==> src/hdl/mie_pkg.sv <==
`default_nettype none

package mie_pkg;

  // Default operand width and the width and reset value of the limit register.
  localparam int unsigned WIDTH_DEF   = 32;
  localparam int unsigned LIMIT_W     = 32;
  localparam logic [LIMIT_W-1:0] LIMIT_RESET = 32'd1000000000;

  // Commands from the controller to the datapath.
  typedef struct packed {
    logic load;      // capture a new operand pair and seed the recurrence
    logic div_init;  // start a division of r_old by r_cur
    logic div_bit;   // produce one quotient bit
    logic step;      // advance the recurrence and start the next division
    logic adj;       // bring the coefficient into the range of the modulus
    logic fin;       // form the answer into the output register
  } mie_cmd_t;

  // Status from the datapath to the controller.
  typedef struct packed {
    logic zero_in;   // modulus or value was zero
    logic div_last;  // the current quotient bit is the last one
    logic rem_zero;  // the finished division left no remainder
  } mie_sts_t;

endpackage

`default_nettype wire

==> src/hdl/mie_ctrl.sv <==
`default_nettype none

module mie_ctrl (
  input  wire logic             clk,
  input  wire logic             rst_n,
  input  wire logic             in_valid,
  output logic                  in_stall,
  output logic                  out_valid,
  input  wire logic             out_stall,
  input  wire mie_pkg::mie_sts_t sts,
  output mie_pkg::mie_cmd_t     cmd
);
  import mie_pkg::*;

  typedef enum logic [2:0] {
    ST_IDLE,
    ST_CHECK,
    ST_DIV,
    ST_STEP,
    ST_ADJ,
    ST_DONE
  } state_t;

  state_t state_r, state_nxt;
  logic   out_valid_r, out_valid_nxt;
  logic   out_free;

  // The output register can take a new answer when it is empty or being emptied.
  assign out_free = !out_valid_r || !out_stall;

  // Next state and command decode.
  always_comb begin
    state_nxt     = state_r;
    cmd           = '0;
    out_valid_nxt = out_valid_r;
    if (out_valid_r && !out_stall) begin
      out_valid_nxt = 1'b0;
    end
    unique case (state_r)
      ST_IDLE: begin
        if (in_valid) begin
          cmd.load  = 1'b1;
          state_nxt = ST_CHECK;
        end
      end
      ST_CHECK: begin
        if (sts.zero_in) begin
          state_nxt = ST_ADJ;
        end else begin
          cmd.div_init = 1'b1;
          state_nxt    = ST_DIV;
        end
      end
      ST_DIV: begin
        cmd.div_bit = 1'b1;
        if (sts.div_last) begin
          state_nxt = ST_STEP;
        end
      end
      ST_STEP: begin
        if (sts.rem_zero) begin
          state_nxt = ST_ADJ;
        end else begin
          cmd.step  = 1'b1;
          state_nxt = ST_DIV;
        end
      end
      ST_ADJ: begin
        cmd.adj   = 1'b1;
        state_nxt = ST_DONE;
      end
      ST_DONE: begin
        if (out_free) begin
          cmd.fin       = 1'b1;
          out_valid_nxt = 1'b1;
          state_nxt     = ST_IDLE;
        end
      end
      default: begin
        state_nxt = ST_IDLE;
      end
    endcase
  end

  // State and the output valid flag.
  always_ff @(posedge clk) begin
    if (!rst_n) begin
      state_r     <= ST_IDLE;
      out_valid_r <= 1'b0;
    end else begin
      state_r     <= state_nxt;
      out_valid_r <= out_valid_nxt;
    end
  end

  assign in_stall  = (state_r != ST_IDLE);
  assign out_valid = out_valid_r;

endmodule

`default_nettype wire

==> src/hdl/mie_dp.sv <==
`default_nettype none

module mie_dp #(
  parameter int unsigned WIDTH = mie_pkg::WIDTH_DEF
) (
  input  wire logic                        clk,
  input  wire logic [WIDTH-1:0]            in_modulus,
  input  wire logic [WIDTH-1:0]            in_value,
  input  wire logic [mie_pkg::LIMIT_W-1:0] limit,
  input  wire mie_pkg::mie_cmd_t           cmd,
  output mie_pkg::mie_sts_t                sts,
  output logic                             out_status,
  output logic [WIDTH-1:0]                 out_result
);
  import mie_pkg::*;

  // Coefficients are two's complement with two spare bits over the modulus.
  localparam int unsigned TW = WIDTH + 2;
  localparam int unsigned CW = (WIDTH > 1) ? $clog2(WIDTH) : 1;

  logic [WIDTH-1:0]  k_r, c_r;
  logic              zero_r;
  logic [WIDTH-1:0]  r_old_r, r_old_nxt, r_cur_r, r_cur_nxt;
  logic [TW-1:0]     t_old_r, t_old_nxt, t_cur_r, t_cur_nxt;
  logic [WIDTH-1:0]  sh_r, sh_nxt;
  logic [WIDTH-1:0]  rem_r, rem_nxt;
  logic [TW-1:0]     acc_r, acc_nxt;
  logic [CW-1:0]     cnt_r, cnt_nxt;
  logic              out_status_r;
  logic [WIDTH-1:0]  out_result_r;

  logic [WIDTH:0]    rem_sh, rem_diff, limit_m, sum1, v, v_fix, k_ext;
  logic              ge;
  logic              fin_status;
  logic [WIDTH-1:0]  fin_result;

  // Limit as seen at the operand width: masked when the operands are narrower.
  generate
    if (WIDTH >= LIMIT_W) begin : g_lim_wide
      assign limit_m = {{(WIDTH + 1 - LIMIT_W){1'b0}}, limit};
    end else begin : g_lim_narrow
      assign limit_m = {1'b0, limit[WIDTH-1:0]};
    end
  endgenerate

  // One restoring division bit; the quotient times t_cur is built alongside.
  assign rem_sh   = {rem_r, sh_r[WIDTH-1]};
  assign rem_diff = rem_sh - {1'b0, r_cur_r};
  assign ge       = (rem_sh >= {1'b0, r_cur_r});

  always_comb begin
    r_old_nxt = r_old_r;
    r_cur_nxt = r_cur_r;
    t_old_nxt = t_old_r;
    t_cur_nxt = t_cur_r;
    sh_nxt    = sh_r;
    rem_nxt   = rem_r;
    acc_nxt   = acc_r;
    cnt_nxt   = cnt_r;
    if (cmd.load) begin
      r_old_nxt = in_modulus;
      r_cur_nxt = in_value;
      t_old_nxt = '0;
      t_cur_nxt = TW'(1);
    end
    if (cmd.div_init) begin
      sh_nxt  = r_old_r;
      rem_nxt = '0;
      acc_nxt = '0;
      cnt_nxt = CW'(WIDTH - 1);
    end
    if (cmd.div_bit) begin
      sh_nxt  = {sh_r[WIDTH-2:0], 1'b0};
      rem_nxt = ge ? rem_diff[WIDTH-1:0] : rem_sh[WIDTH-1:0];
      acc_nxt = {acc_r[TW-2:0], 1'b0} + (ge ? t_cur_r : '0);
      cnt_nxt = cnt_r - CW'(1);
    end
    // Shift the recurrence on and divide the old r_cur by the remainder next.
    if (cmd.step) begin
      r_old_nxt = r_cur_r;
      r_cur_nxt = rem_r;
      t_old_nxt = t_cur_r;
      t_cur_nxt = t_old_r - acc_r;
      sh_nxt    = r_cur_r;
      rem_nxt   = '0;
      acc_nxt   = '0;
      cnt_nxt   = CW'(WIDTH - 1);
    end
    // A negative coefficient is lifted by one modulus into the accumulator.
    if (cmd.adj) begin
      acc_nxt = t_cur_r[TW-1] ? (t_cur_r + {2'b00, k_r}) : t_cur_r;
    end
  end

  // Answer selection for the special cases and the general case.
  assign k_ext = {1'b0, k_r};
  assign sum1  = k_ext + {{WIDTH{1'b0}}, 1'b1};
  assign v     = acc_r[WIDTH:0];
  assign v_fix = (v >= k_ext) ? (v - k_ext) : v;

  always_comb begin
    fin_status = 1'b0;
    fin_result = '0;
    if (zero_r || (r_cur_r != WIDTH'(1))) begin
      fin_status = 1'b1;
    end else if (c_r == WIDTH'(1)) begin
      if (sum1 > limit_m) begin
        fin_status = 1'b1;
      end else begin
        fin_result = sum1[WIDTH-1:0];
      end
    end else if (k_r == WIDTH'(1)) begin
      fin_result = WIDTH'(1);
    end else begin
      fin_result = v_fix[WIDTH-1:0];
    end
  end

  // Datapath registers.
  always_ff @(posedge clk) begin
    if (cmd.load) begin
      k_r    <= in_modulus;
      c_r    <= in_value;
      zero_r <= (in_modulus == '0) || (in_value == '0);
    end
    r_old_r <= r_old_nxt;
    r_cur_r <= r_cur_nxt;
    t_old_r <= t_old_nxt;
    t_cur_r <= t_cur_nxt;
    sh_r    <= sh_nxt;
    rem_r   <= rem_nxt;
    acc_r   <= acc_nxt;
    cnt_r   <= cnt_nxt;
    if (cmd.fin) begin
      out_status_r <= fin_status;
      out_result_r <= fin_result;
    end
  end

  assign sts.zero_in  = zero_r;
  assign sts.div_last = (cnt_r == '0);
  assign sts.rem_zero = (rem_r == '0);
  assign out_status   = out_status_r;
  assign out_result   = out_result_r;

endmodule

`default_nettype wire

==> src/hdl/modular_inverse_ext_euclid_top.sv <==
`default_nettype none

// Modular inverse by the extended Euclidean algorithm. Each transfer on the
// input channel carries a modulus and a value; one transfer on the result
// channel returns the inverse of the value modulo the modulus, or status 1
// (impossible, result 0) when the gcd is not one or either operand is zero.
// A value of one answers modulus plus one, impossible when that exceeds the
// result limit register; a modulus of one answers one unless the value is one.
// Items are handled one at a time. Each Euclid step runs on a shared restoring
// divider that yields one quotient bit a cycle, and an item takes as many
// steps as its remainder sequence is long (up to about 46 at 32 bits). A new
// item is accepted while the previous answer still waits in the output
// register. The limit is written through the cfg channel, which is always
// ready and is to be used only while the block is idle.
module modular_inverse_ext_euclid_top #(
  parameter int unsigned WIDTH = mie_pkg::WIDTH_DEF
) (
  input  wire logic                        clk,
  input  wire logic                        rst_n,
  input  wire logic                        in_valid,
  output logic                             in_stall,
  input  wire logic [WIDTH-1:0]            in_modulus,
  input  wire logic [WIDTH-1:0]            in_value,
  output logic                             out_valid,
  input  wire logic                        out_stall,
  output logic                             out_status,
  output logic [WIDTH-1:0]                 out_result,
  input  wire logic                        cfg_valid,
  output logic                             cfg_ready,
  input  wire logic [mie_pkg::LIMIT_W-1:0] cfg_data
);
  import mie_pkg::*;

  logic [LIMIT_W-1:0] limit_r;
  mie_cmd_t           cmd;
  mie_sts_t           sts;

  // Result limit register, written by a cfg transfer.
  always_ff @(posedge clk) begin
    if (!rst_n) begin
      limit_r <= LIMIT_RESET;
    end else if (cfg_valid && cfg_ready) begin
      limit_r <= cfg_data;
    end
  end

  assign cfg_ready = 1'b1;

  mie_ctrl u_ctrl (
    .clk       (clk),
    .rst_n     (rst_n),
    .in_valid  (in_valid),
    .in_stall  (in_stall),
    .out_valid (out_valid),
    .out_stall (out_stall),
    .sts       (sts),
    .cmd       (cmd)
  );

  mie_dp #(
    .WIDTH (WIDTH)
  ) u_dp (
    .clk        (clk),
    .in_modulus (in_modulus),
    .in_value   (in_value),
    .limit      (limit_r),
    .cmd        (cmd),
    .sts        (sts),
    .out_status (out_status),
    .out_result (out_result)
  );

endmodule

`default_nettype wire
==> config.mk <==
export PLATFORM = sky130hd
export DESIGN_NAME = modular_inverse_ext_euclid_top
export DESIGN_NICKNAME = d
export VERILOG_FILES = /design/src/hdl/mie_pkg.sv /design/src/hdl/mie_ctrl.sv /design/src/hdl/mie_dp.sv /design/src/hdl/modular_inverse_ext_euclid_top.sv
export SDC_FILE = /design/constraint.sdc
export NUM_CORES = 1
export LEC_CHECK = 0
export ABC_AREA = 1
export BUFFER_PORTS_ARGS = -buffer_cell sky130_fd_sc_hd__buf_2
export CAP_MARGIN = 10
export CORE_MARGIN = 2
export CORE_UTILIZATION = 50
export CTS_BUF_LIST = sky130_fd_sc_hd__clkbuf_4 sky130_fd_sc_hd__clkbuf_8
export CTS_CLUSTER_SIZE = 25
export DETAILED_ROUTE_END_ITERATION = 16
export GPL_TIMING_DRIVEN = 0
export PLACE_DENSITY = 0.78
export SYNTH_ARGS = -nofsm -noshare
export SYNTH_HDL_FRONTEND = slang
export SYNTH_HIERARCHICAL = 1
export SYNTH_SLANG_ARGS = --single-unit
==> constraint.sdc <==
create_clock -name clk -period 7.3 [get_ports clk]
set_clock_uncertainty 0.2 [all_clocks]
set_input_delay 0.73 -clock clk [delete_from_list [all_inputs] [get_ports clk]]
set_output_delay 0.73 -clock clk [all_outputs]
set_load 0.005 [all_outputs]
Yosys cells after proc, flatten, opt, wreduce, memory -nomap -nowiden --
Cells that the tools add are included.
Word-level totals: flip-flop bits (word level) 369, bits in latches 0, bits in writable memories 0, ROM bits 0, output and inout bits 36, logic and storage cells 101, memories 0
Operators by class: add/sub/neg operators 7, $mul 0, div/mod/pow operators 0, order comparisons 3, eq/ne operators 11, shift-type cells 0, mux-type cells 47, bitwise operators 0, reductions and logical operators 17
Operators by type and width (count):
- $mux W32 | 14
- $mux W34 | 10
- $logic_not A32 Y1 | 3
- $ge A33 B32 Y1 | 2
- $eq A32 B1 Y1 const B | 2
- $sub A32 B32 Y32 | 2
- $add A34 B32 Y34 | 1
- $add A34 B34 Y34 | 1
- $sub A34 B34 Y34 | 1
- $add A32 B1 Y33 const B | 1
- $gt A33 B32 Y1 | 1
- $ne A32 B1 Y1 const B | 1
- $pmux W3 S6 | 1
- $mux W1 | 15
- $mux W3 | 5
- $mux W5 | 2
- $eq A3 B2 Y1 const B | 2
- $eq A3 B3 Y1 const B | 2
- $reduce_bool A3 Y1 | 2
- $logic_not A5 Y1 | 1
- $sub A5 B1 Y5 const B | 1
- $ne A2 B2 Y1 const B | 2
- $reduce_bool A2 Y1 | 2
- $reduce_bool A4 Y1 | 1
- other kinds (7) | 10

Depth between registers and ports, before layout --
depth after elaboration 6, mapped depth 30

By module --
Netlist, hierarchy kept.
By module, submodules not included:
- mie_dp | times used 1, cells each 3750, area each 26795.7 sq um, seq. area each 9629.2 sq um
- modular_inverse_ext_euclid_top | times used 1, cells each 179, area each 1257.5 sq um, seq. area each 640.6 sq um
- mie_ctrl | times used 1, cells each 44, area each 260.2 sq um, seq. area each 80.1 sq um

Worst setup path before layout --
OpenSTA, ideal clock, no wires.
path kind input port to flip-flop, start point input port in_valid, end point register u_dp.r_cur_r[0], enable pin, arrival 5.463 ns, setup slack 1.202 ns, stages on the path 3, path through inv_1 nor2_1 or2_2
RTL lines:
- start, declared | RTL line modular_inverse_ext_euclid_top.sv:20 | input wire logic in_valid,
- end signal, assigned | RTL line mie_dp.sv:127 | r_cur_r <= r_cur_nxt;
- end, declared | RTL line mie_dp.sv:23 | logic [WIDTH-1:0] r_old_r, r_old_nxt, r_cur_r, r_cur_nxt;

Final worst setup path --
start point register u_dp.r_cur_r[14], end point register u_dp.acc_r[20] (data pin)
Between the ends: longest elaborated chain between the ends 6
RTL lines:
- $ge A33 B32 Y1 | RTL line mie_dp.sv:49 | assign ge = (rem_sh >= {1'b0, r_cur_r});
- $mux W34 | RTL line mie_dp.sv:75 | acc_nxt = {acc_r[TW-2:0], 1'b0} + (ge ? t_cur_r : '0);
- $add A34 B34 Y34 | RTL line mie_dp.sv:75
- $mux W34 | RTL line mie_dp.sv:72 | if (cmd.div_bit) begin
- $mux W34 | RTL line mie_dp.sv:79 | if (cmd.step) begin
- $mux W34 | RTL line mie_dp.sv:90 | if (cmd.adj) begin
- via u_dp.acc_nxt[20] | RTL line mie_dp.sv:27 | logic [TW-1:0] acc_r, acc_nxt;
- end signal, assigned | RTL line mie_dp.sv:132 | acc_r <= acc_nxt;
- end, declared | RTL line mie_dp.sv:27
The timed path passes the listed nets, and every way through them passes these cells. A chain may end at the register's enable or synchronous reset.

==> results.env <==
POWER_DENSITY_nW_PER_UM2=366
POSTROUTEANTENNANETS=0
GRT_MAX_DEGREE=64
WORST-SLEW-PIN-TRANSITION_PS=1050
YS_TYPES=52
CTS-HTREE-LEVELS=3
PATH_CLASS='register to register'
FILLERS=5466
CORE.ROWCOUNT=87
FF2FF_SETUP_SLACK_PS=2100
POSTLAYOUTCOREUTIL=0.560
VIAS_PER_CELL=5.69
FINAL_AREA_UM2=31500
CP_SLOWEST_CELL='o21ai_0'
SYNTH-COMPOUND-AREA-SHARE=0.125
CLK_TREE_ROOT_CELL='clkbuf_8'
SETUP_VIOL=0
YS_FF_LATCH=369
SYNTHTOLAYOUTAREAGROWTH_PCT=11.1
R2R-START='u_dp/r_cur_r[14]'
ANTENNA_FOUND_INITIAL=5
POST_CTS_RESIZE_COUNT=0
CLK_PIN_SLEW_WORST_PATHS_PS=60
INITIAL_CORE_UTIL=0.504
WORST_R2R_ENDPOINT='u_dp/acc_r[20]'
INTERNAL-POWER_uW=5900
RSZ0062_AT_GRT='no'
SYNTHESIS_WARNINGS=6
CTS_BUFFERS=67
CLOCK_INSERTION_DELAY_WORST_SKEW_PS=690
RUN_STATUS='finished clean'
CP-END-KIND='register'
TRACK_USAGE=0.348
CLOCK_TREE.BUFFER_DEPTH=3
VIAS_AFTER_DETAILED_ROUTING=28406
SYNTH_TOP_FAMILY_BY_AREA='simple AND/OR/NAND/NOR gates'
YOSYS.AREA_SHARE.ADDER=0.0906
POWER.SWITCHING_FRACTION=0.488
WORST-PATH-MAX-FANOUT=10
FINAL-HOLD-VIOLATION-COUNT=0
FINALWIRELENGTH_UM=104000
POWER_FRAC_SEQ=0.295
NETS=4485
POST-ROUTE-MIN-PERIOD_PS=5200
SYN_AREA_PER_CELL_UM2=7.13
YS_ASYNC_RST_SHARE=0
TRITONCTS='built'
DIE_WD_UM=242
DRCVIOLATIONCOUNT=0
WORST_PATH_LARGEST_CELL_DELAY_PS=570
NUM_IO_PINS=137
INITIAL_DRT_PASS_ITERATIONS=6
TOTAL_LEAKAGE_POWER_uW=0.0150
VIA_COUNT_OF_THE_FIRST_GLOBAL_ROUTING_PASS=27002
POWER_FRAC_COMB=0.526
WORST_HOLD_PATH.NUM_CELLS=1
HOLDPATHEND='u_dp/k_r[7]'
WORST-ENDPOINT-ARRIVAL_PS=5380
DETAILEDROUTE.FIRSTITERATIONVIOLATIONS=3344
HOLD_START='in_modulus[7]'
MAPPED_NETS=4276
TIMING.FINAL.CRIT_SHARE=0.712
PATH_COMMON_CELL='nand2_1'
NETLIST_AREA_UM2=28300
DRIVE_ABOVE_1_SHARE=0.0829
WORST-PATH-BUF-INV=3
MAX_CLOCK_FREQ_MHz=192
POST_CTS_HOLD_BUFFER_COUNT=0
POWER_FRAC_CLOCK=0.178
SIMPLE_GATE_FRACTION_OF_SYNTH_AREA=0.297
R2R_CELLS=20
REQUIRED_TIME_REPORTED_FOR_THE_CRITICAL_PATH_ENDPOINT_PS=7480
CORE_AREA_UM2=56200
SETUP.WORST_PATH.START_CLASS='register'
MUXSHAREOFSYNTHAREA=0
WL_PER_INSTANCE_UM=20.8
DIE_Y_UM=242
SYNTH-EDFF-COUNT=296
SYNTH-MAIN-FF-CELL='edfxtp_1'
NETLIST_INSTANCES=3973
VDD_DROP_MAX_V=0.000136
PLACED_CELL_AREA_UM2=30100
SYNTH.YOSYS.SEQ_AREA_SHARE=0.366
GRT_PASS1_WL_UM=155000
CRITPATHTOPFAMILY='compound AO/OA/AOI/OAI gates'
MAX-CAP-VIOLATIONS=0
PLACE.PORT_BUFFERS=134
HPWL_UM=83700
NET-SWITCHING-POWER_uW=5620
GLOBALROUTE.TOTALOVERFLOW=0
FP.DIEAREA_UM2=58500
XOR_AND_XNOR_FRACTION_OF_THE_MAPPED_NETLIST_AREA=0.0257
CRIT_PATH_CELL_TRACE='inv_1 > ha_1 > a21oi_1 > o21ai_0 > a21oi_1 > nand2_1 > nand2_1 > nand2_2 > inv_2 > clkbuf_1 > nor2_1 > ha_1 > nand2_1 > o21ai_0 > a21oi_1 > nand2_1 > a21boi_0 > or2_2 > nand3_1 > nand2_1'
TRITONCTS_NUM_SINKS=369
SLEW_VIOLATIONS=0
TIMING.SLEW.HEADROOM=0.299
GLOBALPLACE.CONGESTION=1.01
WORSTHOLDPATHTYPE='input pin to register'
POST-CTS-SETUP-BUFFER-COUNT=0
-- cell usage after synthesis, types with 4 or more instances --
cell / number / share of area
buf_4: 9 / 0.0024
o21ai_0: 207 / 0.037
a21oi_2: 10 / 0.0031
xnor2_1: 32 / 0.0099
edfxtp_1: 296 / 0.31
a31oi_1: 6 / 0.0013
o21bai_1: 28 / 0.0074
inv_1: 572 / 0.076
xor2_1: 51 / 0.016
nor2_2: 12 / 0.0027
o211ai_1: 19 / 0.0050
nor4_1: 51 / 0.011
a21oi_1: 297 / 0.052
o21ai_1: 18 / 0.0032
a21boi_0: 8 / 0.0021
buf_6: 14 / 0.0056
nor2_1: 417 / 0.055
fa_1: 5 / 0.0035
nand2_1: 1052 / 0.14
nor3_1: 41 / 0.0072
nand3b_1: 9 / 0.0024
o22ai_1: 6 / 0.0013
ha_1: 197 / 0.087
inv_2: 7 / 0.00093
nand2_2: 18 / 0.0040
and2_1: 4 / 0.00088
buf_2: 9 / 0.0016
dfxtp_1: 73 / 0.052
or2_2: 7 / 0.0015
nand4_1: 57 / 0.013
a21o_1: 27 / 0.0072
clkbuf_1: 59 / 0.0078
nand3_1: 314 / 0.056
o21a_1: 15 / 0.0040
-- power by group through the flow --
stage               clock network [uW]  logic, uW  registers, uW
floorplan                            0       4130           3190
global placement                     0       5780           3430
detailed placement                   0       5870           3410
CTS                               2080       5900           3370
global route                      2160       6670           3420
finish                            2060       6070           3400
-- state kept, by name, indices dropped and copies added (netlist names), 3 cells and up --
name and cells:
u_dp/c_r 32, u_dp/rem_r 32, u_dp/r_old_r 32, u_dp/k_r 32, u_dp/cnt_r 5, u_dp/t_old_r 34
limit_r 32, u_dp/sh_r 32, u_dp/out_result 32, u_ctrl/state_r 3, u_dp/t_cur_r 34, u_dp/r_cur_r 32
u_dp/acc_r 34
-- cells in the final DEF, fill, tap and decap left out, drive strengths merged, types with 9 or more instances in the layout --
cell	netlist	routed
o21ai	227	227
o211ai	19	19
dfxtp	73	73
buf	36	176
inv	579	582
xor2	51	51
a21o	27	27
o21a	15	15
a21oi	307	307
clkbuf	59	151
o21bai	28	28
nor4	51	51
nand4	57	57
nor2	430	430
nand3	317	317
edfxtp	296	296
nor3	44	44
ha	197	197
clkinv	1	20
nand3b	9	9
xnor2	32	32
nand2	1071	1071
-- metrics by stage --
stage / std cells / hold WS (ps) / total power (uW) / worst slack, ps / setup TNS (ps)
floorplan: 3973 / 229 / 7320 / 1200 / 0
CTS: 4988 / 21.8 / 11300 / 2210 / 0
detailed placement: 4869 / 247 / 9270 / 2290 / 0
finish: 4990 / 50.7 / 11500 / 2100 / 0
global placement: 4863 / 240 / 9220 / -610 / -78110
global route: 4990 / 47.4 / 12300 / 1750 / 0
-- logic make-up (layout without fill, tap and decap cells) --
family | after synthesis | count (layout)
xor gates and xnor gates | 83 | 83
AOI/OAI and AO/OA | 647 | 647
and+or+nand+nor | 1996 | 1996
buffers and inverters | 675 | 934
adders and majority gates | 202 | 202
DFF | 369 | 369
other | 1 | 3
-- final cells by class --
cell class	instances	area [um2]	area share
repair buffers	140	791	0.0251
multi-input cells	2929	15300	0.486
clock buffers	92	1120	0.0357
inverters	580	2180	0.0692
plain buffers	95	519	0.0165
flip-flops and latches	369	10300	0.329
diodes	2	5.00	0.000159
well taps	756	946	0.0301
clock inverters	27	256	0.00815
-- routing by layer --
layer | vias up | share of wire | global-route usage
met1 | 12950 | 0.41 | 0.460
li1 | 13605 | - | -
met4 | 6 | 0.056 | 0.181
met2 | 1562 | 0.44 | 0.553
met5 | - | 0.00031 | 0
met3 | 283 | 0.097 | 0.0528
-- how the worst max path moves through the flow --
stage | start | endpoint | slack, ps | depth (start not counted)
final | u_dp/r_cur_r[14] | u_dp/acc_r[20] | 2100 | 20
after global placement | in_valid | u_dp/t_cur_r[30] | -610 | 4
after global routing | u_dp/r_cur_r[16] | u_dp/acc_r[30] | 1750 | 19
after floorplan | in_valid | u_dp/r_cur_r[0] | 1200 | 3
after detailed placement | u_dp/r_cur_r[14] | u_dp/acc_r[22] | 2290 | 20
after CTS | u_dp/r_cur_r[14] | u_dp/acc_r[22] | 2210 | 20
Note: power is estimated with default switching activity, not from simulation.
